[src/dcfr_pkg.sv]
package dcfr_pkg;

   localparam logic CSR_EXP_BITS = 1'b0;
   localparam logic CSR_MAN_BITS = 1'b1;

   localparam logic [3:0] EXP_BITS_RESET = 4'd8;
   localparam logic [5:0] MAN_BITS_RESET = 6'd23;

   localparam logic [10:0] SRC_EXP_ONES = 11'h7FF;

   typedef struct packed {
      logic        sign;
      logic        is_nan;
      logic        is_inf;
      logic        is_zero;
      logic        is_sub;
      logic [10:0] exp;
      logic [51:0] frac;
      logic [5:0]  lzc;
   } dec_type;

   typedef struct packed {
      logic               sign;
      logic               is_nan;
      logic               is_inf;
      logic               is_zero;
      logic [52:0]        q;
      logic               guard;
      logic               sticky;
      logic signed [12:0] uexp;
   } aln_type;

   typedef struct packed {
      logic [63:0] packed_result;
      logic        inexact;
      logic        underflow;
      logic        overflow;
   } res_type;

   function automatic logic [3:0] clamp_exp(input logic [3:0] v);
      if (v < 4'd2) return 4'd2;
      if (v > 4'd11) return 4'd11;
      return v;
   endfunction

   function automatic logic [5:0] clamp_man(input logic [5:0] v);
      if (v < 6'd1) return 6'd1;
      if (v > 6'd52) return 6'd52;
      return v;
   endfunction

   // Leading zeros of a nonzero 52-bit fraction.
   function automatic logic [5:0] lzc52(input logic [51:0] v);
      logic [5:0] n;
      n = 6'd0;
      for (int i = 0; i < 52; i++) begin
         if (v[i]) n = 6'(51 - i);
      end
      return n;
   endfunction

endpackage

[src/dcfr_decode.sv]
module dcfr_decode
   import dcfr_pkg::*;
(
   input  logic        clock,
   input  logic        reset,
   input  logic        en,
   input  logic        in_valid,
   input  logic [63:0] in_bits,
   output logic        out_valid,
   output dec_type     out_dec
);

   logic    valid_ff;
   dec_type dec_ff, dec_in;

   always_comb begin
      dec_in.sign    = in_bits[63];
      dec_in.exp     = in_bits[62:52];
      dec_in.frac    = in_bits[51:0];
      dec_in.is_nan  = (in_bits[62:52] == SRC_EXP_ONES) && (in_bits[51:0] != '0);
      dec_in.is_inf  = (in_bits[62:52] == SRC_EXP_ONES) && (in_bits[51:0] == '0);
      dec_in.is_zero = (in_bits[62:52] == '0) && (in_bits[51:0] == '0);
      dec_in.is_sub  = (in_bits[62:52] == '0) && (in_bits[51:0] != '0);
      dec_in.lzc     = lzc52(in_bits[51:0]);
   end

   always_ff @(posedge clock) begin
      if (reset) begin
         valid_ff <= 1'b0;
      end else if (en) begin
         valid_ff <= in_valid;
      end
   end

   always_ff @(posedge clock) begin
      if (en) begin
         dec_ff <= dec_in;
      end
   end

   assign out_valid = valid_ff;
   assign out_dec   = dec_ff;

endmodule

[src/dcfr_align.sv]
module dcfr_align
   import dcfr_pkg::*;
(
   input  logic       clock,
   input  logic       reset,
   input  logic       en,
   input  logic [5:0] man_w,
   input  logic       in_valid,
   input  dec_type    in_dec,
   output logic       out_valid,
   output aln_type    out_aln
);

   logic        valid_ff;
   aln_type     aln_ff, aln_in;
   logic [6:0]  shl;
   logic [52:0] sig;
   logic [5:0]  sh;
   logic [52:0] gtmp;
   logic [52:0] smask;

   always_comb begin
      shl = {1'b0, in_dec.lzc} + 7'd1;
      if (in_dec.is_sub) begin
         sig = {1'b0, in_dec.frac} << shl;
         aln_in.uexp = -13'sd1022 - $signed({6'b0, shl});
      end else begin
         sig = {1'b1, in_dec.frac};
         aln_in.uexp = $signed({2'b0, in_dec.exp}) - 13'sd1023;
      end
      sh    = 6'd52 - man_w;
      gtmp  = (sh == 6'd0) ? 53'd0 : (sig >> (sh - 6'd1));
      smask = (sh == 6'd0) ? 53'd0 : ((53'd1 << (sh - 6'd1)) - 53'd1);
      aln_in.q       = sig >> sh;
      aln_in.guard   = gtmp[0];
      aln_in.sticky  = (sig & smask) != 53'd0;
      aln_in.sign    = in_dec.sign;
      aln_in.is_nan  = in_dec.is_nan;
      aln_in.is_inf  = in_dec.is_inf;
      aln_in.is_zero = in_dec.is_zero;
   end

   always_ff @(posedge clock) begin
      if (reset) begin
         valid_ff <= 1'b0;
      end else if (en) begin
         valid_ff <= in_valid;
      end
   end

   always_ff @(posedge clock) begin
      if (en) begin
         aln_ff <= aln_in;
      end
   end

   assign out_valid = valid_ff;
   assign out_aln   = aln_ff;

endmodule

[src/dcfr_round.sv]
module dcfr_round
   import dcfr_pkg::*;
(
   input  logic       clock,
   input  logic       reset,
   input  logic       en,
   input  logic [3:0] exp_w,
   input  logic [5:0] man_w,
   input  logic       in_valid,
   input  aln_type    in_aln,
   output logic       out_valid,
   output res_type    out_res
);

   logic               valid_ff;
   res_type            res_ff, res_in;
   logic               up;
   logic [53:0]        qr;
   logic [53:0]        qtop;
   logic               carry;
   logic [51:0]        fmask;
   logic [51:0]        frac;
   logic [10:0]        bias;
   logic [11:0]        exp_ones;
   logic signed [13:0] biased;
   logic [63:0]        sign_pos;
   logic [63:0]        ones_pos;
   logic [63:0]        nan_bit;

   always_comb begin
      up       = in_aln.guard && (in_aln.sticky || in_aln.q[0]);
      qr       = {1'b0, in_aln.q} + {53'd0, up};
      qtop     = qr >> ({1'b0, man_w} + 7'd1);
      carry    = qtop != 54'd0;
      fmask    = (52'd1 << man_w) - 52'd1;
      frac     = carry ? 52'd0 : (qr[51:0] & fmask);
      bias     = 11'((12'd1 << (exp_w - 4'd1)) - 12'd1);
      exp_ones = (12'd1 << exp_w) - 12'd1;
      biased   = {in_aln.uexp[12], in_aln.uexp} + $signed({3'b0, bias})
                 + $signed({13'b0, carry});
      sign_pos = {63'd0, in_aln.sign} << ({3'b0, exp_w} + {1'b0, man_w});
      ones_pos = {52'd0, exp_ones} << man_w;
      nan_bit  = 64'd1 << (man_w - 6'd1);

      res_in.overflow  = 1'b0;
      res_in.underflow = 1'b0;
      res_in.inexact   = 1'b0;
      if (in_aln.is_nan) begin
         res_in.packed_result = sign_pos | ones_pos | nan_bit;
      end else if (in_aln.is_inf) begin
         res_in.packed_result = sign_pos | ones_pos;
      end else if (in_aln.is_zero) begin
         res_in.packed_result = sign_pos;
      end else if (biased >= $signed({2'b0, exp_ones})) begin
         res_in.packed_result = sign_pos | ones_pos;
         res_in.overflow      = 1'b1;
         res_in.inexact       = 1'b1;
      end else if (biased < 14'sd1) begin
         res_in.packed_result = sign_pos;
         res_in.underflow     = 1'b1;
         res_in.inexact       = 1'b1;
      end else begin
         res_in.packed_result = sign_pos | ({52'd0, biased[11:0]} << man_w)
                                | {12'd0, frac};
         res_in.inexact       = in_aln.guard || in_aln.sticky;
      end
   end

   always_ff @(posedge clock) begin
      if (reset) begin
         valid_ff <= 1'b0;
      end else if (en) begin
         valid_ff <= in_valid;
      end
   end

   always_ff @(posedge clock) begin
      if (en) begin
         res_ff <= res_in;
      end
   end

   assign out_valid = valid_ff;
   assign out_res   = res_ff;

endmodule

[src/double_to_custom_float_round_core.sv]
// Throughput: one transaction per cycle; decode, align and round are each
// one register stage and the whole pipe holds only while the response waits.
// Reset: synchronous, active high; clears the stage valid bits and loads
// exponent_bits = 8 and mantissa_bits = 23.
module double_to_custom_float_round_core
   import dcfr_pkg::*;
(
   input  logic        clock,
   input  logic        reset,
   input  logic        req_tvalid,
   output logic        req_tready,
   input  logic [63:0] req_tdata,   // [63:0] source_bits
   output logic        rsp_tvalid,
   input  logic        rsp_tready,
   output logic [63:0] rsp_tdata,   // [63:0] packed_result
   output logic [2:0]  rsp_tuser,   // [0] overflow, [1] underflow, [2] inexact
   input  logic        csr_we,
   input  logic        csr_index,
   input  logic [5:0]  csr_wdata
);

   logic [3:0] exp_bits_ff;
   logic [5:0] man_bits_ff;
   logic       en;
   logic       v1, v2, v3;
   dec_type    dec;
   aln_type    aln;
   res_type    res;

   always_ff @(posedge clock) begin
      if (reset) begin
         exp_bits_ff <= EXP_BITS_RESET;
         man_bits_ff <= MAN_BITS_RESET;
      end else if (csr_we) begin
         case (csr_index)
            CSR_EXP_BITS: exp_bits_ff <= csr_wdata[3:0];
            CSR_MAN_BITS: man_bits_ff <= csr_wdata;
            default: ;
         endcase
      end
   end

   // Advance the pipe unless a response is held.
   assign en         = !v3 || rsp_tready;
   assign req_tready = en;

   dcfr_decode u_decode (
      .clock(clock), .reset(reset), .en(en),
      .in_valid(req_tvalid), .in_bits(req_tdata),
      .out_valid(v1), .out_dec(dec)
   );

   dcfr_align u_align (
      .clock(clock), .reset(reset), .en(en),
      .man_w(clamp_man(man_bits_ff)),
      .in_valid(v1), .in_dec(dec),
      .out_valid(v2), .out_aln(aln)
   );

   dcfr_round u_round (
      .clock(clock), .reset(reset), .en(en),
      .exp_w(clamp_exp(exp_bits_ff)), .man_w(clamp_man(man_bits_ff)),
      .in_valid(v2), .in_aln(aln),
      .out_valid(v3), .out_res(res)
   );

   assign rsp_tvalid = v3;
   assign rsp_tdata  = res.packed_result;
   assign rsp_tuser  = {res.inexact, res.underflow, res.overflow};

endmodule

[config.mk]
export PLATFORM = sky130hd
export DESIGN_NAME = double_to_custom_float_round_core
export DESIGN_NICKNAME = d
export VERILOG_FILES = /design/src/dcfr_pkg.sv /design/src/dcfr_decode.sv /design/src/dcfr_align.sv /design/src/dcfr_round.sv /design/src/double_to_custom_float_round_core.sv
export SDC_FILE = /design/constraint.sdc
export NUM_CORES = 2
export LEC_CHECK = 0
export ABC_AREA = 1
export BUFFER_PORTS_ARGS = -buffer_cell sky130_fd_sc_hd__buf_2
export CORE_MARGIN = 2
export CORE_UTILIZATION = 45
export CTS_CLUSTER_SIZE = 8
export DETAILED_ROUTE_END_ITERATION = 16
export PLACE_DENSITY = 0.62
export RECOVER_POWER = 50
export SYNTH_ARGS = -nofsm -noshare
export SYNTH_HDL_FRONTEND = slang
export SYNTH_HIERARCHICAL = 1
export SYNTH_SLANG_ARGS = --single-unit
[constraint.sdc]
create_clock -name clock -period 8.8 [get_ports clock]
set_input_delay 0.88 -clock clock [delete_from_list [all_inputs] [get_ports clock]]
set_output_delay 0.88 -clock clock [all_outputs]
set_load 0.03 [all_outputs]
# Yosys cells after proc, flatten, opt, wreduce, memory -nomap -nowiden
# Index checks and enable logic that the tools add are counted.
# W data, S select, Z words.
[word_totals]
output_inout_bits = 69
wordCells = 172
input_bits = 76
reg_bits = 226
[op_classes]
n_eq_ne = 1
bitwise = 7
reduce_logical = 24
muxes = 76
shift = 12
n_addsub = 16
order_cmp = 6
[ops]
columns = ["op", "count"]
rows = [
  ["$mux W64", 3],
  ["$or A64 B64 Y64", 3],
  ["$mux W6", 24],
  ["$mux W65", 2],
  ["$shl A12 B6 Y64", 2],
  ["$mux W53", 2],
  ["$mux W5", 16],
  ["$or A64 B52 Y64", 1],
  ["$shl A1 B6 Y64 const A", 1],
  ["$shl A1 B7 Y64", 1],
  ["$add A53 B1 Y54", 1],
  ["$reduce_bool A54 Y1", 1],
  ["$shr A54 B7 Y54", 1],
  ["$and A53 B53 Y53", 1],
  ["$reduce_bool A53 Y1", 1],
  ["$shl A1 B6 Y53 const A", 1],
  ["$shl A52 B7 Y53", 1],
  ["$shr A53 B6 Y1", 1],
  ["$shr A53 B6 Y53", 1],
  ["$sub A53 B1 Y53 const B", 1],
  ["$and A52 B52 Y52", 1],
  ["$logic_not A52 Y1", 1],
  ["$mux W52", 1],
  ["$reduce_bool A52 Y1", 1],
  ["40 further kinds", 73],
]

# Depth between registers and ports, before layout
[depth]
word_depth = 51
ltp_mapped = 59
depth_no_buf = 57

# By module
# Netlist, hierarchy kept.
[modules_own_cells]
columns = ["module", "cells_each", "area_per_inst_um2", "instances", "seq_area_each_um2"]
rows = [
  ["dcfr_round", 3030, 15728.8, 1, 2031.9],
  ["dcfr_align", 2409, 12859.8, 1, 2152.1],
  ["dcfr_decode", 277, 3086.7, 1, 2242.2],
  ["double_to_custom_float_round_core", 74, 484.2, 1, 200.2],
]

# Worst setup path after synthesis
# OpenSTA, ideal clock, no wires.
[synth_timing]
kind = "input-to-output"
start = "input port rsp_tready"
end = "output port req_tready"
setup_slack_ps = 2275
path_buffers = 0
t_arrival_ps = 5645
stages = 2
required_time_ps = 7920
cell_sequence = "inv_1 > nand2_1"
[synth_via]
elab_chain_cells = 1
[synth_rtl]
columns = ["item", "line_no", "source"]
rows = [
  ["from (decl)", "double_to_custom_float_round_core.sv:14", "input logic rsp_tready,"],
  ["$logic_or A1 B1 Y1", "double_to_custom_float_round_core.sv:44", "assign en = !v3 || rsp_tready;"],
  ["to (decl)", "double_to_custom_float_round_core.sv:11", "output logic req_tready,"],
]
# Every way passes these cells.

==> impl_summary.log <==
INFO  metric postSynthNetCount = 5907
INFO  metric setup-violations-final = 0
INFO  metric cts-buffers-inserted = 35
INFO  metric clock_tree_root_driver_cell = clkbuf_16
INFO  metric drive_gt1_frac = 0.0599
INFO  metric seq_area_frac_synth = 0.206
INFO  metric startpoint_type = flop
INFO  metric global_route_wire_length_before_repair = 225 mm
INFO  metric number_of_enable_flip_flop_cells_after_synthesis = 212
INFO  metric timing.final.crit_share = 0.914
INFO  metric grt_setup_unrepaired = no
INFO  metric endpoint_kind = flop
INFO  metric netSwitchingFraction = 0.509
INFO  metric design.core.area = 0.0711 mm²
INFO  metric power.clock.fraction = 0.204
INFO  metric wire_per_inst = 22.5 µm
INFO  metric preCtsSetupSlack = 0.901 ns
INFO  metric p_per_area = 182 mW/mm²
INFO  metric tns = 0 ns
INFO  metric clk-insertion-delay-late = 0.58 ns
INFO  metric failed_checks = max-capacitance violations, max-slew violations
INFO  metric ios = 145
INFO  metric async_reset_ff_frac = 0
INFO  metric grt_pass1_vias = 36149
INFO  metric seqPwrFrac = 0.244
INFO  metric drc_errors = 0
INFO  metric clkSlewWorstSetupHoldPaths = 0.05 ns
INFO  metric final_design_area_no_fill = 0.0342 mm²
INFO  metric grt_antenna_before_repair = 3
INFO  metric post_synth_inst_count = 5790
INFO  metric most_used_flip_flop_cell_after_synthesis = edfxtp_1
INFO  metric drtIter0Drc = 5280
INFO  metric layout_common_cells = nand2_1, nand3_1, nor2_1
INFO  metric ys_types = 70
INFO  metric largest_net_degree_at_the_start_of_global_routing = about 150
INFO  metric tritoncts = built
INFO  metric pwr-share-comb = 0.552
INFO  metric synthesis.area = 0.0322 mm²
INFO  metric design.final.nets = between 5000 and 6000
INFO  metric die_outline_width = around 270 µm
INFO  metric postSynthAreaPerCell = 5.55 µm²
INFO  metric route.final.wire_length = 151 mm
INFO  metric max-clock-path-buffers = 3
INFO  metric route.vias.total = 39919
INFO  metric critPathMaxStageDelay = 0.51 ns
INFO  metric worstPathArrival = 8.37 ns
INFO  metric ys_warn_count = 6
INFO  metric peakVddDrop = approximately 0.00012 V
INFO  metric floorplan.die_area = 0.0736 mm²
INFO  metric dr.pass1.iters = 9
INFO  metric final_cells = 6713
INFO  metric worst_pin_slew = 3.78 ns
INFO  metric post-route-worst-setup-slack = 0.760 ns
INFO  metric commonest_non_fill_non_tap_cell_in_the_layout = nand2_1
INFO  metric global_route.usage.total = 0.398
INFO  metric max_cap_viol_count = 4
INFO  metric worst_path_most_repeated_cell = nand2_1
INFO  metric std_cell_rows = 98
INFO  metric synth_seq_cells = 225
INFO  metric dp_cells = ~6700
INFO  metric placed_area = 0.0334 mm²
INFO  metric final-max-slew-violation-count = approximately 200
INFO  metric antenna_left = 0
INFO  metric detailed_place_hpwl = 117 mm
INFO  metric cts_sinks = 225
INFO  metric postCtsHoldBufs = 0
INFO  metric die_h = 271 µm
INFO  metric maximum_fanout_count_along_the_critical_path = 18
INFO  metric run_status = finished, violations left
INFO  metric hold_viol_final = 0
INFO  metric timing.max_slew.rel_slack = -1.52
INFO  metric power.static_leakage = 16.6 nW
INFO  metric p_switching = 3.17 mW
INFO  metric worst_hold_path_type = reg2reg
INFO  metric post-route-min-period = roughly 8 ns
INFO  metric slowest_library_cell_on_the_worst_path = xor2_1
INFO  metric portBuffers = 144
INFO  metric floorplan.initialDensity = 0.452
INFO  metric htree_levels = 2
INFO  metric worstPathRequired = 9.13 ns
INFO  metric gp_congestion = 1.11
INFO  metric overflow = 0
INFO  metric achievable-frequency = roughly 120 MHz
INFO  metric finalPower = 6.24 mW
INFO  metric critical_path_class = reg2reg
INFO  metric syn2layout_area_growth = 6.45%
INFO  metric worst_clock_skew = ~0.030 ns
INFO  metric via_per_inst = 5.95
INFO  metric power_report.internal_total = 3.07 mW
[stage by stage]
step                hold WS [ns]  utilization
finish                     0.421        0.481
global placement           0.403        0.469
global route               0.429        0.481
detailed placement         0.408        0.469
CTS                        0.419        0.484
floorplan                  0.400            -
[layer usage]
| layer | up-vias | wire [µm] | GRT usage |
|---|---|---|---|
| met5 | - | 12 | 0 |
| met4 | 2 | 14000 | 0.310 |
| met3 | 533 | 14100 | 0.0642 |
| met2 | 2314 | 65400 | 0.624 |
| met1 | 18013 | 57600 | 0.487 |
| li1 | 19057 | - | - |
[critical path: cells and delay by family (launching register included)]
kind / cells / cell delay [ns]
flops: 1 / 0.36
simple gates: 34 / 3.67
fa+ha+maj: 4 / 1.09
xor+xnor: 1 / 0.51
buf+inv: 7 / 1.16
compound gates: 5 / 0.98
[synth_stat cells, drive strengths merged, types with 7 or more instances]
cell type,n,area (µm²)
nand2,2075,7980
nand3,868,4370
nor2,696,2890
inv,486,1830
o21ai,408,2080
edfxtp,212,6370
clkbuf,152,571
buf,150,731
a21oi,147,743
nand4,146,920
o211ai,59,448
or2,45,282
nor3,44,230
ha,38,475
xor2,31,272
o22ai,27,169
nand3b,26,195
mux2i,24,240
xnor2,18,158
a31oi,16,100
nor4,16,100
dfxtp,13,260
and2,11,68.8
a21boi,10,75.1
a22oi,8,60.1
o31ai,8,60.1
clkinv,7,27.5
[cell type report]
type	instances	area [µm²]
fillers	8002	36900
multi-input cells	4768	22400
flip-flops and latches	225	6630
inverters	495	1890
well taps	950	1190
repair buffers	214	1100
clock buffers	54	957
clock inverters	6	73.8
diodes	1	2.50
[sequential cells by signal, indices dropped and copies added, names as in the netlist]
| register | flops |
|---|---|
| u_decode/out_dec | 74 |
| u_align/out_aln | 71 |
| u_round/out_res | 67 |
| man_bits_ff | 6 |
| exp_bits_ff | 4 |
| u_align/out_valid | 1 |
| u_decode/out_valid | 1 |
| u_round/out_valid | 1 |
[kinds of logic (layout without fill, tap and decap cells)]
family | after synthesis | after routing | share of synthesized area
other | 0 | 1 | 0
flip-flops | 225 | 225 | 0.206
buffers and inverters | 797 | 769 | 0.0992
multiplexers | 24 | 24 | 0.00747
adder cells (fa/ha/maj) | 41 | 41 | 0.0167
XOR/XNOR | 49 | 49 | 0.0133
AND/OR/NAND/NOR | 3932 | 3932 | 0.531
AO/OA/AOI/OAI | 722 | 722 | 0.126
[power by group through the flow]
stage / Sequential [mW] / Clock, mW / Combinational, mW
global route: 1.54 / 1.33 / 3.75
floorplan: 1.63 / 0 / 2.23
global placement: 1.54 / 0 / 3.34
detailed placement: 1.54 / 0 / 3.35
finish: 1.52 / 1.27 / 3.44
CTS: 1.52 / 1.30 / 3.36
[repair_timing]
action,CTS,global route
buffers inserted,0,0
endpoints found under the setup margin,0,4
resized for setup,0,1
[worst paths after layout]
check	to	depth (start not counted)	slack [ns]	from
worst min register to register	u_align/out_aln[69]$_DFFE_PP_	0	0.42	u_decode/out_dec[71]$_DFFE_PP_
worst max-delay path	u_round/out_res[62]$_DFFE_PP_	51	0.76	u_align/out_aln[14]$_SDFFCE_PP0P_
worst max register to register	u_round/out_res[62]$_DFFE_PP_	51	0.76	u_align/out_aln[14]$_SDFFCE_PP0P_
worst min-delay path	u_align/out_aln[69]$_DFFE_PP_	0	0.42	u_decode/out_dec[71]$_DFFE_PP_
(Power assumes the default switching activity.)
